===== config.mk =====
export PLATFORM = sky130hd
export DESIGN_NAME = three_term_recurrence_checksum
export DESIGN_NICKNAME = d
export VERILOG_FILES = /design/src/rtl/core/ttrc_pkg.sv /design/src/rtl/core/three_term_recurrence_checksum.sv
export SDC_FILE = /design/constraint.sdc
export NUM_CORES = 1
export LEC_CHECK = 0
export BUFFER_PORTS_ARGS = -buffer_cell sky130_fd_sc_hd__buf_2
export CAP_MARGIN = 20
export CORE_MARGIN = 2
export CORE_UTILIZATION = 70
export CTS_CLUSTER_SIZE = 20
export DETAILED_ROUTE_END_ITERATION = 16
export HOLD_SLACK_MARGIN = 0.15
export PLACE_DENSITY = 0.91
export SYNTH_ARGS = -nofsm -noshare
export SYNTH_HDL_FRONTEND = slang
export SYNTH_SLANG_ARGS = --single-unit
export TNS_END_PERCENT = 50

===== constraint.sdc =====
create_clock -name clk -period 30.3 [get_ports clk]
set_input_delay 1.515 -clock clk [delete_from_list [all_inputs] [get_ports clk]]
set_output_delay 1.515 -clock clk [all_outputs]
set_load 0.1 [all_outputs]

===== src/rtl/core/ttrc_pkg.sv =====
// Constants and modular helpers for the three-term recurrence checksum.
package ttrc_pkg;

  localparam int unsigned TermWidth  = 16;
  localparam int unsigned ByteWidth  = 8;
  localparam int unsigned ProdWidth  = 25;

  localparam logic [TermWidth-1:0] Modulus   = 16'hFFFF;
  localparam logic [TermWidth-1:0] TermReset = 16'd1;
  localparam logic [ByteWidth-1:0] FirstOffset = 8'd7;
  localparam logic [ByteWidth-1:0] AlphaCoef = 8'd17;
  localparam logic [ByteWidth-1:0] BetaCoef  = 8'd31;

  typedef enum logic {
    ACT_BYTE   = 1'b0,
    ACT_FINISH = 1'b1
  } action_t;

  // Reduce a product modulo 2^16-1 by folding the high bits onto the low bits.
  function automatic logic [TermWidth-1:0] mod_fold(input logic [ProdWidth-1:0] x);
    logic [TermWidth:0] s;
    logic [TermWidth:0] u;
    s = {8'd0, x[ProdWidth-1:TermWidth]} + {1'b0, x[TermWidth-1:0]};
    u = {16'd0, s[TermWidth]} + {1'b0, s[TermWidth-1:0]};
    if (u[TermWidth-1:0] == Modulus) begin
      mod_fold = '0;
    end else begin
      mod_fold = u[TermWidth-1:0];
    end
  endfunction

endpackage


===== src/rtl/core/three_term_recurrence_checksum.sv =====
// Top level of the three-term recurrence checksum over a byte stream.
//
// Input channel s_*: one word per message byte (s_tuser = 0) or a finish
// word (s_tuser = 1) that closes the message. Output channel m_*: one
// checksum word per finish word, nothing for byte words.
// Each byte word updates the recurrence terms in the same cycle it is
// accepted: two narrow multiplies, two folds modulo 65535 and a subtract sit
// between the term registers, so a word is taken every cycle while s_tready is high.
// A finish word loads the newest term into the output register; the
// checksum shows on m_tdata in the cycle after the finish word is accepted,
// and the terms return to their reset values at the same edge.
// Throughput: one word per cycle while s_tready is high, set by the combinational term update.
// When the receiver stalls with a checksum pending, s_tready drops until
// the checksum is taken; the output register frees in the cycle it is
// read, so no bubble appears while m_tready stays high.
// Reset (rst, synchronous, active high) clears the terms to 1, the byte
// position to 0 and drops m_tvalid.
module three_term_recurrence_checksum (
  input  logic        clk,
  input  logic        rst,
  input  logic        s_tvalid,
  output logic        s_tready,
  input  logic [7:0]  s_tdata,   // [7:0] data_byte
  input  logic        s_tuser,   // [0] action
  output logic        m_tvalid,
  input  logic        m_tready,
  output logic [15:0] m_tdata    // [15:0] checksum
);

  localparam int unsigned TW = ttrc_pkg::TermWidth;
  localparam int unsigned BW = ttrc_pkg::ByteWidth;
  localparam int unsigned PW = ttrc_pkg::ProdWidth;

  logic [TW-1:0] older_term;
  logic [TW-1:0] newer_term;
  logic [BW-1:0] byte_position;
  logic          seen_first;

  logic [TW-1:0] older_term_next;
  logic [TW-1:0] newer_term_next;
  logic [BW-1:0] byte_position_next;
  logic          seen_first_next;

  logic          in_fire;
  logic          is_finish;
  logic [BW-1:0] alpha;
  logic [BW-1:0] beta;
  logic [BW:0]   factor_a;
  logic [PW-1:0] prod_a;
  logic [PW-1:0] prod_b;
  logic [TW-1:0] mod_a;
  logic [TW-1:0] mod_b;
  logic          a_below_b;
  logic [TW+1:0] diff;
  logic [TW-1:0] term_new;

  assign s_tready  = !m_tvalid || m_tready;
  assign in_fire   = s_tvalid && s_tready;
  assign is_finish = (s_tuser == ttrc_pkg::ACT_FINISH);

  assign alpha    = BW'(byte_position * ttrc_pkg::AlphaCoef);
  assign beta     = BW'(byte_position * ttrc_pkg::BetaCoef);
  assign factor_a = {1'b0, s_tdata} + {1'b0, alpha};
  assign prod_a   = {{(PW-BW-1){1'b0}}, factor_a} * {{(PW-TW){1'b0}}, newer_term};
  assign prod_b   = {{(PW-BW){1'b0}}, beta} * {{(PW-TW){1'b0}}, older_term};
  assign mod_a    = ttrc_pkg::mod_fold(prod_a);
  assign mod_b    = ttrc_pkg::mod_fold(prod_b);
  assign a_below_b = prod_a < prod_b;

  // A wrapped 18-bit difference adds one modulo 65535.
  always_comb begin
    diff = {2'b00, mod_a} - {2'b00, mod_b} + {{(TW+1){1'b0}}, a_below_b};
    if (diff[TW+1]) begin
      term_new = TW'(diff + {2'b00, ttrc_pkg::Modulus});
    end else if (diff[TW:0] >= {1'b0, ttrc_pkg::Modulus}) begin
      term_new = TW'(diff - {2'b00, ttrc_pkg::Modulus});
    end else begin
      term_new = diff[TW-1:0];
    end
  end

  always_comb begin
    older_term_next    = older_term;
    newer_term_next    = newer_term;
    byte_position_next = byte_position;
    seen_first_next    = seen_first;
    if (in_fire) begin
      if (is_finish) begin
        older_term_next    = ttrc_pkg::TermReset;
        newer_term_next    = ttrc_pkg::TermReset;
        byte_position_next = '0;
        seen_first_next    = 1'b0;
      end else begin
        if (!seen_first) begin
          older_term_next = ttrc_pkg::TermReset;
          newer_term_next = TW'(s_tdata) + TW'(ttrc_pkg::FirstOffset);
          seen_first_next = 1'b1;
        end else begin
          older_term_next = newer_term;
          newer_term_next = term_new;
        end
        byte_position_next = byte_position + BW'(1);
      end
    end
  end

  always_ff @(posedge clk) begin
    if (rst) begin
      older_term    <= ttrc_pkg::TermReset;
      newer_term    <= ttrc_pkg::TermReset;
      byte_position <= '0;
      seen_first    <= 1'b0;
      m_tvalid      <= 1'b0;
    end else begin
      older_term    <= older_term_next;
      newer_term    <= newer_term_next;
      byte_position <= byte_position_next;
      seen_first    <= seen_first_next;
      if (in_fire && is_finish) begin
        m_tvalid <= 1'b1;
      end else if (m_tready) begin
        m_tvalid <= 1'b0;
      end
    end
  end

  always_ff @(posedge clk) begin
    if (in_fire && is_finish) begin
      m_tdata <= newer_term;
    end
  end

  a_finish_emits: assert property (@(posedge clk) disable iff (rst)
    in_fire && is_finish |=> m_tvalid && (m_tdata == $past(newer_term)))
    else $error("finish word did not emit the newest term");

  a_finish_clears: assert property (@(posedge clk) disable iff (rst)
    in_fire && is_finish |=> (newer_term == ttrc_pkg::TermReset) &&
      (older_term == ttrc_pkg::TermReset) && (byte_position == '0) && !seen_first)
    else $error("state not cleared after finish");

  a_idle_terms: assert property (@(posedge clk) disable iff (rst)
    !seen_first |-> (newer_term == ttrc_pkg::TermReset) && (byte_position == '0))
    else $error("terms moved before the first byte");

  a_stall_blocks: assert property (@(posedge clk) disable iff (rst)
    m_tvalid && !m_tready |-> !s_tready)
    else $error("input taken while checksum pending");

  a_term_range: assert property (@(posedge clk) disable iff (rst)
    seen_first && $past(seen_first) |-> newer_term != ttrc_pkg::Modulus)
    else $error("term out of modular range");

endmodule

Yosys cells after proc, flatten, opt, wreduce, memory -nomap -nowiden:

Index checks and enable logic that the tools add are counted.

* flip-flop bits (word level): 58
* bits of input ports: 13
* output and inout port bits: 18
* word-level logic and storage cells: 42

* add/sub/neg operators: 11
* $mul: 4
* magnitude comparators: 2
* eq/ne operators: 2
* multiplexer cells: 12
* reduce and logical (&&, ||, !) cells: 5

Operators with widths (count)
* $mux W16: 8
* $add A1 B16 Y16: 2
* $eq A16 B16 Y1 const B: 2
* $lt A25 B24 Y1: 1
* $mul A9 B16 Y25: 1
* $mul A8 B16 Y24: 1
* $add A17 B2 Y18: 1
* $add A8 B16 Y17: 1
* $add A9 B16 Y17: 1
* $ge A17 B16 Y1 const B: 1
* $sub A16 B16 Y17: 1
* $add A16 B16 Y16 const B: 1
* $mul A8 B5 Y8 const B: 2
* $sub A16 B16 Y16 const B: 1
* $add A8 B3 Y9 const B: 1
* $add A8 B8 Y9: 1
* $add A8 B1 Y8 const B: 1
* $mux W8: 1
* $mux W1: 3
* $logic_and A1 B1 Y1: 2
* $reduce_bool A2 Y1: 1
* $logic_not A1 Y1: 1
* $logic_or A1 B1 Y1: 1

Logic depth before layout (Yosys ltp):

* word-level depth: 14
* mapped depth: 69
* mapped depth without buffers: 66

Least setup slack after synthesis:

No wires, ideal clock.

* path kind: flip-flop to flip-flop
* start: reg byte_position[1]
* end: reg newer_term[10]
* library setup time: 117 ps
* arrival time: 14930 ps
* required time: 30183 ps
* setup slack: 15253 ps
* cell stages (with the launch flop): 63
* path buffers: 1
* clock period less this slack: 15047 ps
* cell sequence: dfxtp_1 > inv_1 > fa_1 > inv_1 > fa_1 > inv_1 > fa_1 > inv_1 > ha_1 > inv_1 > o21bai_1 > a21oi_1 > xnor2_1 > clkbuf_1 > nand2_1 > fa_1 > fa_1 > fa_1 > [27 not listed] > nand4_1 > nor4_1 > nand4b_2 > and2_1 > ha_1 > fa_1 > nor2b_1 > o31a_2 > o21ai_0 > a21o_1 > xor2_1 > nor4_4 > nand4b_1 > or4_4 > a2111oi_4 > a21oi_2 > or3_1 > a32o_1

* word-level cells in the longest chain between the ends: 14

RTL lines
* start, declared: RTL line three_term_recurrence_checksum.sv:36 `logic [BW-1:0] byte_position;`
* start signal, assigned: RTL line three_term_recurrence_checksum.sv:117 `byte_position <= byte_position_next;`
* $mul A8 B5 Y8: RTL line three_term_recurrence_checksum.sv:61 `assign alpha = BW'(byte_position * ttrc_pkg::AlphaCoef);`
* $add A8 B8 Y9: RTL line three_term_recurrence_checksum.sv:63 `assign factor_a = {1'b0, s_tdata} + {1'b0, alpha};`
* $mul A9 B16 Y25: RTL line three_term_recurrence_checksum.sv:64 `assign prod_a = {{(PW-BW-1){1'b0}}, factor_a} * {{(PW-TW){1'b0}}, newer_term};`
* $add A9 B16 Y17: RTL line ttrc_pkg.sv:23 `s = {8'd0, x[ProdWidth-1:TermWidth]} + {1'b0, x[TermWidth-1:0]};`
* $add A1 B16 Y16: RTL line ttrc_pkg.sv:24 `u = {16'd0, s[TermWidth]} + {1'b0, s[TermWidth-1:0]};`
* $eq A16 B16 Y1: RTL line ttrc_pkg.sv:25 `if (u[TermWidth-1:0] == Modulus) begin`
* $mux W16: RTL line ttrc_pkg.sv:25
* $sub A16 B16 Y17: RTL line three_term_recurrence_checksum.sv:72 `diff = {2'b00, mod_a} - {2'b00, mod_b} + {{(TW+1){1'b0}}, a_below_b};`
* $add A17 B2 Y18 *: RTL line three_term_recurrence_checksum.sv:72
* $sub A16 B16 Y16 / $ge A17 B16 Y1 (equally long branches): RTL line three_term_recurrence_checksum.sv:76, three_term_recurrence_checksum.sv:75
* $mux W16: RTL line three_term_recurrence_checksum.sv:75 `end else if (diff[TW:0] >= {1'b0, ttrc_pkg::Modulus}) begin`
* $mux W16 *: RTL line three_term_recurrence_checksum.sv:73 `if (diff[TW+1]) begin`
* $mux W16 *: RTL line three_term_recurrence_checksum.sv:94 `if (!seen_first) begin`
* $mux W16 *: RTL line three_term_recurrence_checksum.sv:88 `if (is_finish) begin`
* end signal, assigned: RTL line three_term_recurrence_checksum.sv:110 `newer_term <= ttrc_pkg::TermReset;`
* end signal, assigned: RTL line three_term_recurrence_checksum.sv:116 `newer_term <= newer_term_next;`
* end, declared: RTL line three_term_recurrence_checksum.sv:35 `logic [TW-1:0] newer_term;`

Every way passes the cells marked *; elsewhere a longest branch is shown, timed or not.
A chain may end at the register's enable or synchronous reset.

Worst setup path after layout:

* start: reg byte_position[0]
* end: reg newer_term[10]

Same word-level chain as after synthesis.

==> results.sh <==
export IMPL_run_status="complete, no violations"
export IMPL_timing_critical_path_buf_inv=6
export IMPL_fmax_mhz=56.8
export IMPL_final_net_count=2318
export IMPL_yosys_register_bits=58
export IMPL_antenna_violating_nets_post_route=0
export IMPL_total_die_area_um2=24000
export IMPL_final_max_slew_violation_count=0
export IMPL_post_synth_num_cell_types=93
export IMPL_seq_area_frac_synth_pct=8.30
export IMPL_path_common_cell="sky130_fd_sc_hd__fa_1"
export IMPL_yosys_warnings=0
export IMPL_ios=31
export IMPL_clkSinkCount=58
export IMPL_netlist_instances=1940
export IMPL_tritoncts_clock_tree="done"
export IMPL_fin_skew_ns=0.0170
export IMPL_syn_mean_instance_area_um2=8.20
export IMPL_syn_area_um2=15900
export IMPL_crit_slowest_cell="sky130_fd_sc_hd__dfxtp_1"
export IMPL_worst_setup_hold_path_clk_slew_ns=0.06
export IMPL_clk_insertion_delay_late_ns=0.35
export IMPL_timing_critical_path_required_ns=30.53
export IMPL_syn_to_final_growth_pct=3.99
export IMPL_rsz_0062_raised_after_global_routing="false"
export IMPL_cts_buffers=9
export IMPL_min_period_over_period_pct=58.1
export IMPL_avgRoutedWirePerCell_um=20.5
export IMPL_layout_commonest_cell="sky130_fd_sc_hd__inv_1"
export IMPL_sum_neg_setup_slack_ns=0
export IMPL_die_x_um=155
export IMPL_finalCriticalPeriod_ns=17.60
export IMPL_synth_ff_type="sky130_fd_sc_hd__dfxtp_1"
export IMPL_holdCritPathClass="reg -> reg"
export IMPL_maximum_number_of_pins_on_one_net_before_global_route_repair=26
export IMPL_cts_root_buf="sky130_fd_sc_hd__clkbuf_16"
export IMPL_post_synthesis_net_count=2329
export IMPL_via_count=14271
export IMPL_grt_antenna_before_repair=1
export IMPL_critical_path_arrival_ns=17.83
export IMPL_layout_cell_share_with_drive_strength_beyond_1_pct=5.22
export IMPL_cts_post_setup_buffers_inserted=0
export IMPL_cts_htree_levels=3
export IMPL_report_final_setup_viol=0
export IMPL_die_h_um=155
export IMPL_first_global_vias=15011
export IMPL_drt_pre_antenna_iters=8
export IMPL_gp_congestion=0.983
export IMPL_most_common_layout_cells="285 x sky130_fd_sc_hd__inv_1, 211 x sky130_fd_sc_hd__nand2_1, 198 x sky130_fd_sc_hd__fa_1"
export IMPL_cap_violations=0
export IMPL_worst_setup_path_type="reg -> reg"
export IMPL_drt_vias_per_instance=6.43
export IMPL_post_cts_resized_instances=0
export IMPL_floorplan_core_area_um2=22500
export IMPL_peak_per_stage_delay_on_the_critical_path_ns=1.06
export IMPL_placementRows=55
export IMPL_placement_io_buffers=30
export IMPL_worst_setup_start_kind="flip-flop"
export IMPL_cp_top_family="adder cells"
export IMPL_detail_route_wirelength_um=45600
export IMPL_overall_global_routing_resource_usage_pct=39.3
export IMPL_worst_slew_pin_transition_ns=1.12
export IMPL_cts_hold_buf=0
export IMPL_crit_path_max_fanout=25
export IMPL_hpwl_after_dpl_um=35300
export IMPL_post_route_drc_count=0
export IMPL_detailedRoute_firstIterationViolations=1375
export IMPL_clk_path_buf_depth=2
export IMPL_synthArstFlopShare_pct=0
export IMPL_slew_headroom_pct=24.9
export IMPL_synth_edf_count=16
export IMPL_end_kind="flip-flop"
export IMPL_timing_hold_violations_final=0
export IMPL_wire_length_of_the_first_global_routing_pass_um=75400
export IMPL_initial_cell_density_of_the_core_pct=70.7
export IMPL_globalRouteOverflowTotal=0
==> per-stage QoR <==
| stage | hold slack (ns) | area, um^2 | cells | utilization, % | setup slack (ns) |
|---|---|---|---|---|---|
| 2_1_floorplan | 0.420 | 15900 | 1940 | - | 15.25 |
| 3_3_place_gp | 0.530 | 16300 | 2202 | 72.3 | 13.13 |
| 3_5_place_dp | 0.548 | 16300 | 2202 | 72.3 | 12.53 |
| 4_1_cts | 0.558 | 16500 | 2218 | 73.5 | 12.50 |
| 5_1_grt | 0.605 | 16500 | 2220 | 73.5 | 11.78 |
| 6_report | 0.560 | 16500 | 2220 | 73.5 | 12.70 |
==> cell families after synthesis <==
logic type | Yosys count | synth area share [%]
XOR/XNOR | 154 | 8.56
multiplexers | 7 | 0.448
AND/OR/NAND/NOR | 689 | 22.3
adder cells (fa/ha/maj) | 376 | 38.9
buffers and inverters | 349 | 8.29
flip-flops | 58 | 8.30
AO/OA/AOI/OAI | 307 | 13.2
==> sequential cells by signal (all words and copies together) (netlist names) <==
register	cells
byte_position	8
older_term	16
newer_term	16
m_tdata	16
m_tvalid	1
seen_first	1
==> routing by layer <==
layer	global-route usage, %	vias to the layer above	routed length, um
met5	0	-	0
met1	48.4	6785	16900
met3	10.5	247	4920
li1	-	6377	-
met2	64.6	862	21300
met4	18.5	0	2540
==> tightest hold or removal path, stage by stage, from the launching register on <==
cell	delay (ns)
sky130_fd_sc_hd__dfxtp_1	0.31
sky130_fd_sc_hd__nand2b_1	0.13
sky130_fd_sc_hd__a21oi_1	0.08
==> worst paths after layout <==
kind / from / to / slack, ns / depth (start not counted)
hold / removal: m_tvalid / m_tvalid / 0.56 / 2
setup / recovery: byte_position[0] / newer_term[10] / 12.70 / 59
setup reg to reg: byte_position[0] / newer_term[10] / 12.70 / 59
hold reg to reg: m_tvalid / m_tvalid / 0.56 / 2
==> cell type report <==
type,instances,area [um^2]
tap,285,357
sequential,58,1320
fill,1541,5950
antenna,1,2.50
clock buffer,10,239
timing repair buffer,42,240
clock inverter,6,38.8
inverter,285,1070
multi-input combinational,1533,13300
==> cell usage after synthesis, drive strengths merged, types with 44 or more instances <==
cell,count,area share [%]
inv,285,6.7
ha,178,14
clkbuf,57,1.3
nor2,103,2.4
a21oi,79,2.5
o21ai,52,1.7
fa,198,25
nand2,211,5.0
xnor2,109,6.0
xor2,44,2.4
and2,147,5.8
nand3,47,1.5
Power is not shown: default switching activity piles up to over one toggle a cycle in this logic, so the estimate is an artifact.
